$ cat src/rtl/core/usrt_pkg.sv
// Types and constants for the unordered set with round-robin take.
package usrt_pkg;

    // Operation codes carried on the input tuser
    localparam logic [2:0] K_APPEND   = 3'd0;
    localparam logic [2:0] K_REMOVE   = 3'd1;
    localparam logic [2:0] K_CONTAINS = 3'd2;
    localparam logic [2:0] K_TAKE     = 3'd3;
    localparam logic [2:0] K_CLEAR    = 3'd4;

    // Event codes in the result
    localparam logic [1:0] EV_NONE   = 2'd0;
    localparam logic [1:0] EV_INSERT = 2'd1;
    localparam logic [1:0] EV_REMOVE = 2'd2;

    localparam int KIND_W   = 3;
    localparam int ITEM_W   = 32;
    localparam int IDX_W    = 4;
    localparam int CURSOR_W = 5;
    localparam int OUT_W    = 40;

    // One result beat before packing
    typedef struct packed {
        logic              ok;
        logic [ITEM_W-1:0] item;
        logic [1:0]        ev;
        logic [IDX_W-1:0]  idx;
        logic              last;
    } t_result;

    // Request to the cursor modulo unit
    typedef struct packed {
        logic                start;
        logic [CURSOR_W-1:0] cursor;
        logic [CURSOR_W:0]   divisor;
    } t_mod_req;

    // Answer from the cursor modulo unit
    typedef struct packed {
        logic                done;
        logic [CURSOR_W-1:0] rem;
    } t_mod_rsp;

endpackage

$ cat src/rtl/core/usrt_ram.sv
// Generic single-write, single-read RAM with registered read data.
module usrt_ram #(
    parameter int WIDTH = 32,
    parameter int DEPTH = 16
) (
    input  logic                                    i_clk,
    input  logic                                    i_we,
    input  logic [((DEPTH > 1) ? $clog2(DEPTH) : 1)-1:0] i_waddr,
    input  logic [WIDTH-1:0]                        i_wdata,
    input  logic                                    i_re,
    input  logic [((DEPTH > 1) ? $clog2(DEPTH) : 1)-1:0] i_raddr,
    output logic [WIDTH-1:0]                        o_rdata
);

    logic [WIDTH-1:0] r_mem [DEPTH];
    logic [WIDTH-1:0] r_rdata;

    // Write port
    always_ff @(posedge i_clk) begin
        if (i_we) begin
            r_mem[i_waddr] <= i_wdata;
        end
    end

    // Registered read port
    always_ff @(posedge i_clk) begin
        if (i_re) begin
            r_rdata <= r_mem[i_raddr];
        end
    end

    assign o_rdata = r_rdata;

endmodule

$ cat src/rtl/core/usrt_mod.sv
// Iterative cursor-modulo-count unit, one compare and subtract per cycle.
module usrt_mod (
    input  logic              i_clk,
    input  logic              i_rst_n,
    input  usrt_pkg::t_mod_req i_req,
    output usrt_pkg::t_mod_rsp o_rsp
);
    import usrt_pkg::*;

    logic                r_busy;
    logic [CURSOR_W-1:0] r_rem;
    logic [CURSOR_W:0]   r_div;
    logic                below;

    assign below = ({1'b0, r_rem} < r_div);

    // Subtract the divisor until the remainder drops below it
    always_ff @(posedge i_clk) begin
        if (!i_rst_n) begin
            r_busy <= 1'b0;
        end else if (i_req.start) begin
            r_busy <= 1'b1;
            r_rem  <= i_req.cursor;
            r_div  <= i_req.divisor;
        end else if (r_busy && below) begin
            r_busy <= 1'b0;
        end else if (r_busy) begin
            r_rem <= CURSOR_W'({1'b0, r_rem} - r_div);
        end
    end

    assign o_rsp.done = r_busy && below;
    assign o_rsp.rem  = r_rem;

endmodule

$ cat src/rtl/core/unordered_set_round_robin_take.sv
// Ops run one at a time: append writes one slot; remove/contains scan the slots one by one
// (a remove hit then moves the last entry into the hole); take runs the cursor/count modulo first.
// Clear walks every entry. An op's last result beat goes valid as the input frees up.
// Input accepted whenever the sequencer is idle, even while a result beat waits.
// Reset (synchronous, active low) empties the set and zeroes the cursor; slot RAM
// contents are not cleared, entries at or above the count are never read.
module unordered_set_round_robin_take #(
    parameter int CAPACITY     = 16,
    parameter int HANDLE_WIDTH = 32
) (
    input  logic        i_clk,
    input  logic        i_rst_n,
    // Input beat
    input  logic        i_s_axis_tvalid,
    output logic        o_s_axis_tready,
    input  logic [31:0] i_s_axis_tdata,  // [31:0] item_handle
    input  logic [2:0]  i_s_axis_tuser,  // [2:0] kind
    // Result beat
    output logic        o_m_axis_tvalid,
    input  logic        i_m_axis_tready,
    output logic [39:0] o_m_axis_tdata,  // [0] ok, [32:1] out_item, [34:33] event_kind,
                                         // [38:35] event_index, [39] zero
    output logic        o_m_axis_tlast   // last_of_run
);
    import usrt_pkg::*;

    localparam int AW = (CAPACITY > 1) ? $clog2(CAPACITY) : 1;
    localparam int CW = $clog2(CAPACITY + 1);

    // Sequencer states
    localparam logic [2:0] S_IDLE     = 3'd0;
    localparam logic [2:0] S_DISPATCH = 3'd1;
    localparam logic [2:0] S_SCAN     = 3'd2;
    localparam logic [2:0] S_MOD      = 3'd3;
    localparam logic [2:0] S_TKRD     = 3'd4;
    localparam logic [2:0] S_FILL     = 3'd5;
    localparam logic [2:0] S_EMIT     = 3'd6;
    localparam logic [2:0] S_CLEAR    = 3'd7;

    logic [2:0]              r_state, n_state;
    logic [KIND_W-1:0]       r_kind, n_kind;
    logic [HANDLE_WIDTH-1:0] r_h, n_h;
    logic [CW-1:0]           r_count, n_count;
    logic [CURSOR_W-1:0]     r_cursor, n_cursor;
    logic [AW-1:0]           r_idx, n_idx;
    logic [HANDLE_WIDTH-1:0] r_item, n_item;
    t_result                 r_res, n_res;
    logic                    r_ovalid;
    t_result                 r_odata;

    logic                    we, re;
    logic [AW-1:0]           waddr, raddr;
    logic [HANDLE_WIDTH-1:0] wdata, rd_data;
    logic [AW-1:0]           last_idx;
    logic                    push, out_load;
    t_mod_req                mod_req;
    t_mod_rsp                mod_rsp;

    // Slot storage
    usrt_ram #(
        .WIDTH (HANDLE_WIDTH),
        .DEPTH (CAPACITY)
    ) u_ram (
        .i_clk   (i_clk),
        .i_we    (we),
        .i_waddr (waddr),
        .i_wdata (wdata),
        .i_re    (re),
        .i_raddr (raddr),
        .o_rdata (rd_data)
    );

    // Cursor modulo count
    usrt_mod u_mod (
        .i_clk   (i_clk),
        .i_rst_n (i_rst_n),
        .i_req   (mod_req),
        .o_rsp   (mod_rsp)
    );

    assign last_idx = AW'(r_count - CW'(1));
    assign push     = !r_ovalid || i_m_axis_tready;
    assign out_load = (r_state == S_EMIT) && push;

    assign o_s_axis_tready = (r_state == S_IDLE);

    // Sequencer: read, modify, write back one slot access at a time
    always_comb begin
        n_state  = r_state;
        n_kind   = r_kind;
        n_h      = r_h;
        n_count  = r_count;
        n_cursor = r_cursor;
        n_idx    = r_idx;
        n_item   = r_item;
        n_res    = r_res;
        we       = 1'b0;
        waddr    = r_idx;
        wdata    = r_h;
        re       = 1'b0;
        raddr    = '0;
        mod_req.start   = 1'b0;
        mod_req.cursor  = r_cursor;
        mod_req.divisor = (32'(r_count) > 32) ? 6'd32 : 6'(r_count);

        case (r_state)
            S_IDLE: begin
                if (i_s_axis_tvalid) begin
                    n_kind  = i_s_axis_tuser;
                    n_h     = HANDLE_WIDTH'(i_s_axis_tdata);
                    n_state = S_DISPATCH;
                end
            end
            S_DISPATCH: begin
                n_res      = '0;
                n_res.last = 1'b1;
                n_state    = S_EMIT;
                case (r_kind)
                    K_APPEND: begin
                        if (r_count != CW'(CAPACITY)) begin
                            we        = 1'b1;
                            waddr     = AW'(r_count);
                            wdata     = r_h;
                            n_count   = r_count + CW'(1);
                            n_res.ok  = 1'b1;
                            n_res.ev  = EV_INSERT;
                            n_res.idx = IDX_W'(r_count);
                        end
                    end
                    K_REMOVE, K_CONTAINS: begin
                        if (r_count != '0) begin
                            re      = 1'b1;
                            raddr   = '0;
                            n_idx   = '0;
                            n_state = S_SCAN;
                        end
                    end
                    K_TAKE: begin
                        if (r_count != '0) begin
                            mod_req.start = 1'b1;
                            n_state       = S_MOD;
                        end
                    end
                    K_CLEAR: begin
                        if (r_count == '0) begin
                            n_cursor = '0;
                            n_res.ok = 1'b1;
                        end else begin
                            re      = 1'b1;
                            raddr   = '0;
                            n_state = S_CLEAR;
                        end
                    end
                    default: ;
                endcase
            end
            S_SCAN: begin
                if (rd_data == r_h) begin
                    if (r_kind == K_REMOVE) begin
                        // Hit: fetch the last entry to fill the hole
                        n_item  = rd_data;
                        re      = 1'b1;
                        raddr   = last_idx;
                        n_state = S_FILL;
                    end else begin
                        n_res.ok = 1'b1;
                        n_state  = S_EMIT;
                    end
                end else if (r_idx == last_idx) begin
                    n_state = S_EMIT;
                end else begin
                    re    = 1'b1;
                    raddr = r_idx + AW'(1);
                    n_idx = r_idx + AW'(1);
                end
            end
            S_MOD: begin
                if (mod_rsp.done) begin
                    n_idx   = AW'(mod_rsp.rem);
                    re      = 1'b1;
                    raddr   = AW'(mod_rsp.rem);
                    n_state = S_TKRD;
                end
            end
            S_TKRD: begin
                n_item  = rd_data;
                re      = 1'b1;
                raddr   = last_idx;
                n_state = S_FILL;
            end
            S_FILL: begin
                // Last entry moves into the hole
                we         = 1'b1;
                waddr      = r_idx;
                wdata      = rd_data;
                n_count    = r_count - CW'(1);
                n_res.ok   = 1'b1;
                n_res.item = ITEM_W'(r_item);
                n_res.ev   = EV_REMOVE;
                n_res.idx  = IDX_W'(r_idx);
                n_res.last = 1'b1;
                if (r_kind == K_TAKE) begin
                    n_cursor = CURSOR_W'(32'(r_idx) + 1);
                end
                n_state = S_EMIT;
            end
            S_CLEAR: begin
                n_res.ok   = 1'b1;
                n_res.item = ITEM_W'(rd_data);
                n_res.ev   = EV_REMOVE;
                n_res.idx  = '0;
                n_res.last = (r_count == CW'(1));
                n_state    = S_EMIT;
            end
            S_EMIT: begin
                if (push) begin
                    if (r_kind == K_CLEAR && r_res.ev == EV_REMOVE) begin
                        // Clear walks slot 0, then the tail downward
                        n_count = r_count - CW'(1);
                        if (r_res.last) begin
                            n_cursor = '0;
                            n_state  = S_IDLE;
                        end else begin
                            re      = 1'b1;
                            raddr   = last_idx;
                            n_state = S_CLEAR;
                        end
                    end else begin
                        n_state = S_IDLE;
                    end
                end
            end
            default: n_state = S_IDLE;
        endcase
    end

    // Control state
    always_ff @(posedge i_clk) begin
        if (!i_rst_n) begin
            r_state  <= S_IDLE;
            r_count  <= '0;
            r_cursor <= '0;
        end else begin
            r_state  <= n_state;
            r_count  <= n_count;
            r_cursor <= n_cursor;
        end
    end

    // Per-op payload
    always_ff @(posedge i_clk) begin
        r_kind <= n_kind;
        r_h    <= n_h;
        r_idx  <= n_idx;
        r_item <= n_item;
        r_res  <= n_res;
    end

    // Output register
    always_ff @(posedge i_clk) begin
        if (!i_rst_n) begin
            r_ovalid <= 1'b0;
        end else if (out_load) begin
            r_ovalid <= 1'b1;
        end else if (i_m_axis_tready) begin
            r_ovalid <= 1'b0;
        end
    end

    always_ff @(posedge i_clk) begin
        if (out_load) begin
            r_odata <= r_res;
        end
    end

    assign o_m_axis_tvalid = r_ovalid;
    assign o_m_axis_tdata  = {1'b0, r_odata.idx, r_odata.ev, r_odata.item, r_odata.ok};
    assign o_m_axis_tlast  = r_odata.last;

endmodule

$ cat config.mk
export PLATFORM = sky130hd
export DESIGN_NAME = unordered_set_round_robin_take
export DESIGN_NICKNAME = d
export VERILOG_FILES = /design/src/rtl/core/usrt_pkg.sv /design/src/rtl/core/usrt_ram.sv /design/src/rtl/core/usrt_mod.sv /design/src/rtl/core/unordered_set_round_robin_take.sv
export SDC_FILE = /design/constraint.sdc
export NUM_CORES = 1
export LEC_CHECK = 0
export BUFFER_PORTS_ARGS = -buffer_cell sky130_fd_sc_hd__buf_2
export CORE_ASPECT_RATIO = 1.5
export CORE_MARGIN = 1.5
export CORE_UTILIZATION = 30
export DETAILED_ROUTE_END_ITERATION = 12
export PLACE_DENSITY_LB_ADDON = 0.05
export SLEW_MARGIN = 20
export SYNTH_ARGS = -nofsm -noshare
export SYNTH_HDL_FRONTEND = slang
export SYNTH_SLANG_ARGS = --single-unit
$ cat constraint.sdc
create_clock -name i_clk -period 7.4 [get_ports i_clk]
set_clock_uncertainty 0.05 [all_clocks]
set_input_delay 1.48 -clock i_clk [delete_from_list [all_inputs] [get_ports i_clk]]
set_output_delay 1.48 -clock i_clk [all_outputs]
set_load 0.02 [all_outputs]
==> results_dict.tcl <==
set metrics [dict create \
    grt_pass1_wl_um 130000 \
    grt_overflow 0 \
    final_hold_viol_count 0 \
    synth_edf_count 705 \
    power_density_nw_per_um2 396 \
    cts-root-buf "clkbuf_16" \
    cts_buffers 73 \
    hold_end "o_m_axis_tdata[6]$_DFFE_PP_" \
    total_power_w 0.0133 \
    r2r-end "u_ram.o_rdata[20]$_DFFE_PP_" \
    hold_buffers 0 \
    grt_pass1_vias 17100 \
    worst-setup-path-type "reg -> reg" \
    num_rows 139 \
    max-vdd-ir-drop_uv 286 \
    syn_avg_cell_area_sq_um 15.4 \
    wire_per_inst_um 28.0 \
    antenna_found_initial 2 \
    dpl_cell_area_sq_um 31200 \
    die_y_um 384 \
    startpoint_type "flip-flop" \
    start_util_pct 30.3 \
    r2r_slack_ns 1.83 \
    ys_ff_latch 720 \
    cts_tree "built" \
    clkLatencyLatePin_ns 0.65 \
    synthArstFlopShare_pct 0 \
    track_usage_pct 18.7 \
    final_area_sq_um 33600 \
    nNetsFinal 2021 \
    yosys_most_used_dff "edfxtp_1" \
    seq_area_sq_um 21500 \
    diodes 0 \
    layout-drive-gt1-share_pct 14.5 \
    cp_max_fo 68 \
    portBuffers 80 \
    hold_start "r_res[12]$_DFFE_PP_" \
    die_w_um 257 \
    slew_headroom_pct 24.4 \
    drv_cap 0 \
    fin_crit_ns 5.57 \
    ys.warnings.count 0 \
    syn-cell-area_sq_um 29100 \
    pin_count 82 \
    coreArea_sq_um 96000 \
    crit_path_start "u_ram.o_rdata[22]$_DFFE_PP_" \
    cts_buffer_depth 3 \
    die-area_sq_um 98900 \
    rsz0062_at_grt "no" \
    maxSlewViolCount 0 \
    max_freq_mhz 179 \
    ys_seq_area_share_pct 73.8 \
    yosys.area.top_type "edfxtp_1" \
    period_share_pct 75.3 \
    clock-sinks 720 \
    drcViolationCount 0 \
    routed_wl_um 92400 \
    grt_max_degree 69 \
    p_leak_nw 10.8 \
    drtIter0Drc 1250 \
    setup_tns_ns 0 \
    synth_area_leaders "edfxtp_1 73%, mux2i_1 5.6%, a211oi_1 2.5%" \
    fillers 9216 \
    whs_path_depth 0 \
    cts_max_level 3 \
    area_delta_synth_final_pct 15.3 \
    vias_per_cell 5.09 \
    post-dp-hpwl_um 52500 \
    clkTransAtPathRegs_ns 0.06 \
    multi_input_area_sq_um 7280 \
    drt-pass1-iter-count 6 \
    postRouteAntennaNets 0 \
    gp_congestion 0.792 \
    num_vias 16800 \
    tightest_slew_ns 1.13 \
    synth_top_area_share_pct 72.8 \
    cp_data_required_time_ns 7.73 \
    synth_common_cells "705 x edfxtp_1, 164 x mux2i_1, 126 x nand2_1" \
    hold-worst-slack_ns 0.367 \
    synthCells 1890 \
    arrival_ns 5.90 \
    cp-end-kind "flip-flop" \
    status "complete, no violations" \
    finalSetupViolCount 0 \
    r2r-start "u_ram.o_rdata[22]$_DFFE_PP_" \
    hp-class "reg -> reg" \
    syn_nets 1939 \
    cts_setup_buffers 0 \
    yosysMostFrequentCell "edfxtp_1" \
    cts_resized 0 \
    ff2ff_path_depth 10 \
    yosys.cell_types.count 61 \
]
[layout make-up]
type	count	area share [%]
clock inverters	37	1.16
inverters	16	0.179
flip-flops and latches	720	64.0
repair buffers	129	2.40
well taps	1269	4.73
clock buffers	94	5.87
multi-input cells	1032	21.7
[metal layers]
layer  share of wire (%)  global-route usage (%)  vias to the layer above
met5                   0                       0                        -
met4                 3.7                    8.10                        0
met3                 3.9                    2.32                      141
met2                  52                    33.3                      477
met1                  41                    22.6                     8619
li1                    -                       -                     7534
[flip-flops by register name, indices dropped and copies added (netlist names)]
register / cells
r_count: 5
u_mod.r_busy: 1
r_res: 40
r_cursor: 5
u_mod.r_rem: 5
r_state: 3
r_h: 32
r_kind: 3
o_m_axis_tlast: 1
u_mod.r_div: 5
u_ram.o_rdata: 32
r_item: 32
u_ram.r_mem: 512
r_idx: 4
o_m_axis_tdata: 39
o_m_axis_tvalid: 1
[placed cells by master (no fill, tap or decap), drive strengths merged, types with 10 or more instances in the layout]
master,netlist,routed
clkinv,0,25
nor2,75,75
mux2i,164,164
a211oi,96,96
edfxtp,705,705
clkbuf,79,94
dfxtp,15,15
a21oi,17,17
nor3,10,10
or3b,34,34
nand2,127,127
nand3,107,107
nor4,11,11
mux2,34,34
buf,43,129
o22ai,65,65
nand2b,11,11
o21ai,113,113
xor2,38,38
inv,16,17
a2111oi,32,32
[stage by stage]
stage	utilization [%]	setup WS (ns)	instances
detailed placement	32.5	1.58	3165
CTS	34.9	1.59	3296
finish	35.0	1.83	3297
global route	35.0	1.49	3297
global placement	32.5	1.69	3165
floorplan	-	3.53	1890
[worst max path at each step]
stage | to | slack [ns] | cells after the start
floorplan | u_ram.o_rdata[30]$_DFFE_PP_ | 3.53 | 12
global placement | u_ram.o_rdata[31]$_DFFE_PP_ | 1.69 | 10
detailed placement | u_ram.o_rdata[20]$_DFFE_PP_ | 1.58 | 10
CTS | u_ram.o_rdata[20]$_DFFE_PP_ | 1.59 | 10
global route | u_ram.o_rdata[20]$_DFFE_PP_ | 1.49 | 10
finish | u_ram.o_rdata[20]$_DFFE_PP_ | 1.83 | 10
[cells by family (layout without fill, tap and decap cells)]
logic type,after synthesis,in the layout,share of synthesized area [%]
other,1,1,0.0129
buffers and inverters,138,276,1.97
AND/OR/NAND/NOR,416,416,7.13
multiplexers,198,198,6.96
XOR/XNOR,48,48,1.49
adder cells (fa/ha/maj),10,10,0.456
AO/OA/AOI/OAI,359,359,8.19
flip-flops,720,720,73.8
[report_power, final]
part           total [W]  internal, W  leakage, nW  switching (W)
combinational    0.00389      0.00120         3.10        0.00269
clock            0.00375      0.00216         1.14        0.00159
sequential       0.00566      0.00531         6.53       0.000346
[worst max-delay path, stage by stage, from the launching register on]
cell and delay [ns]:
edfxtp_1 0.45, xor2_1 0.18, nor4_1 0.81, nand4_1 0.48, nor3_2 0.60, a221oi_4 0.19, nand2_8 0.57, buf_12 0.37
mux2_1 0.35, a2111oi_0 0.70, or3b_1 0.41
(Power assumes the default switching activity.)
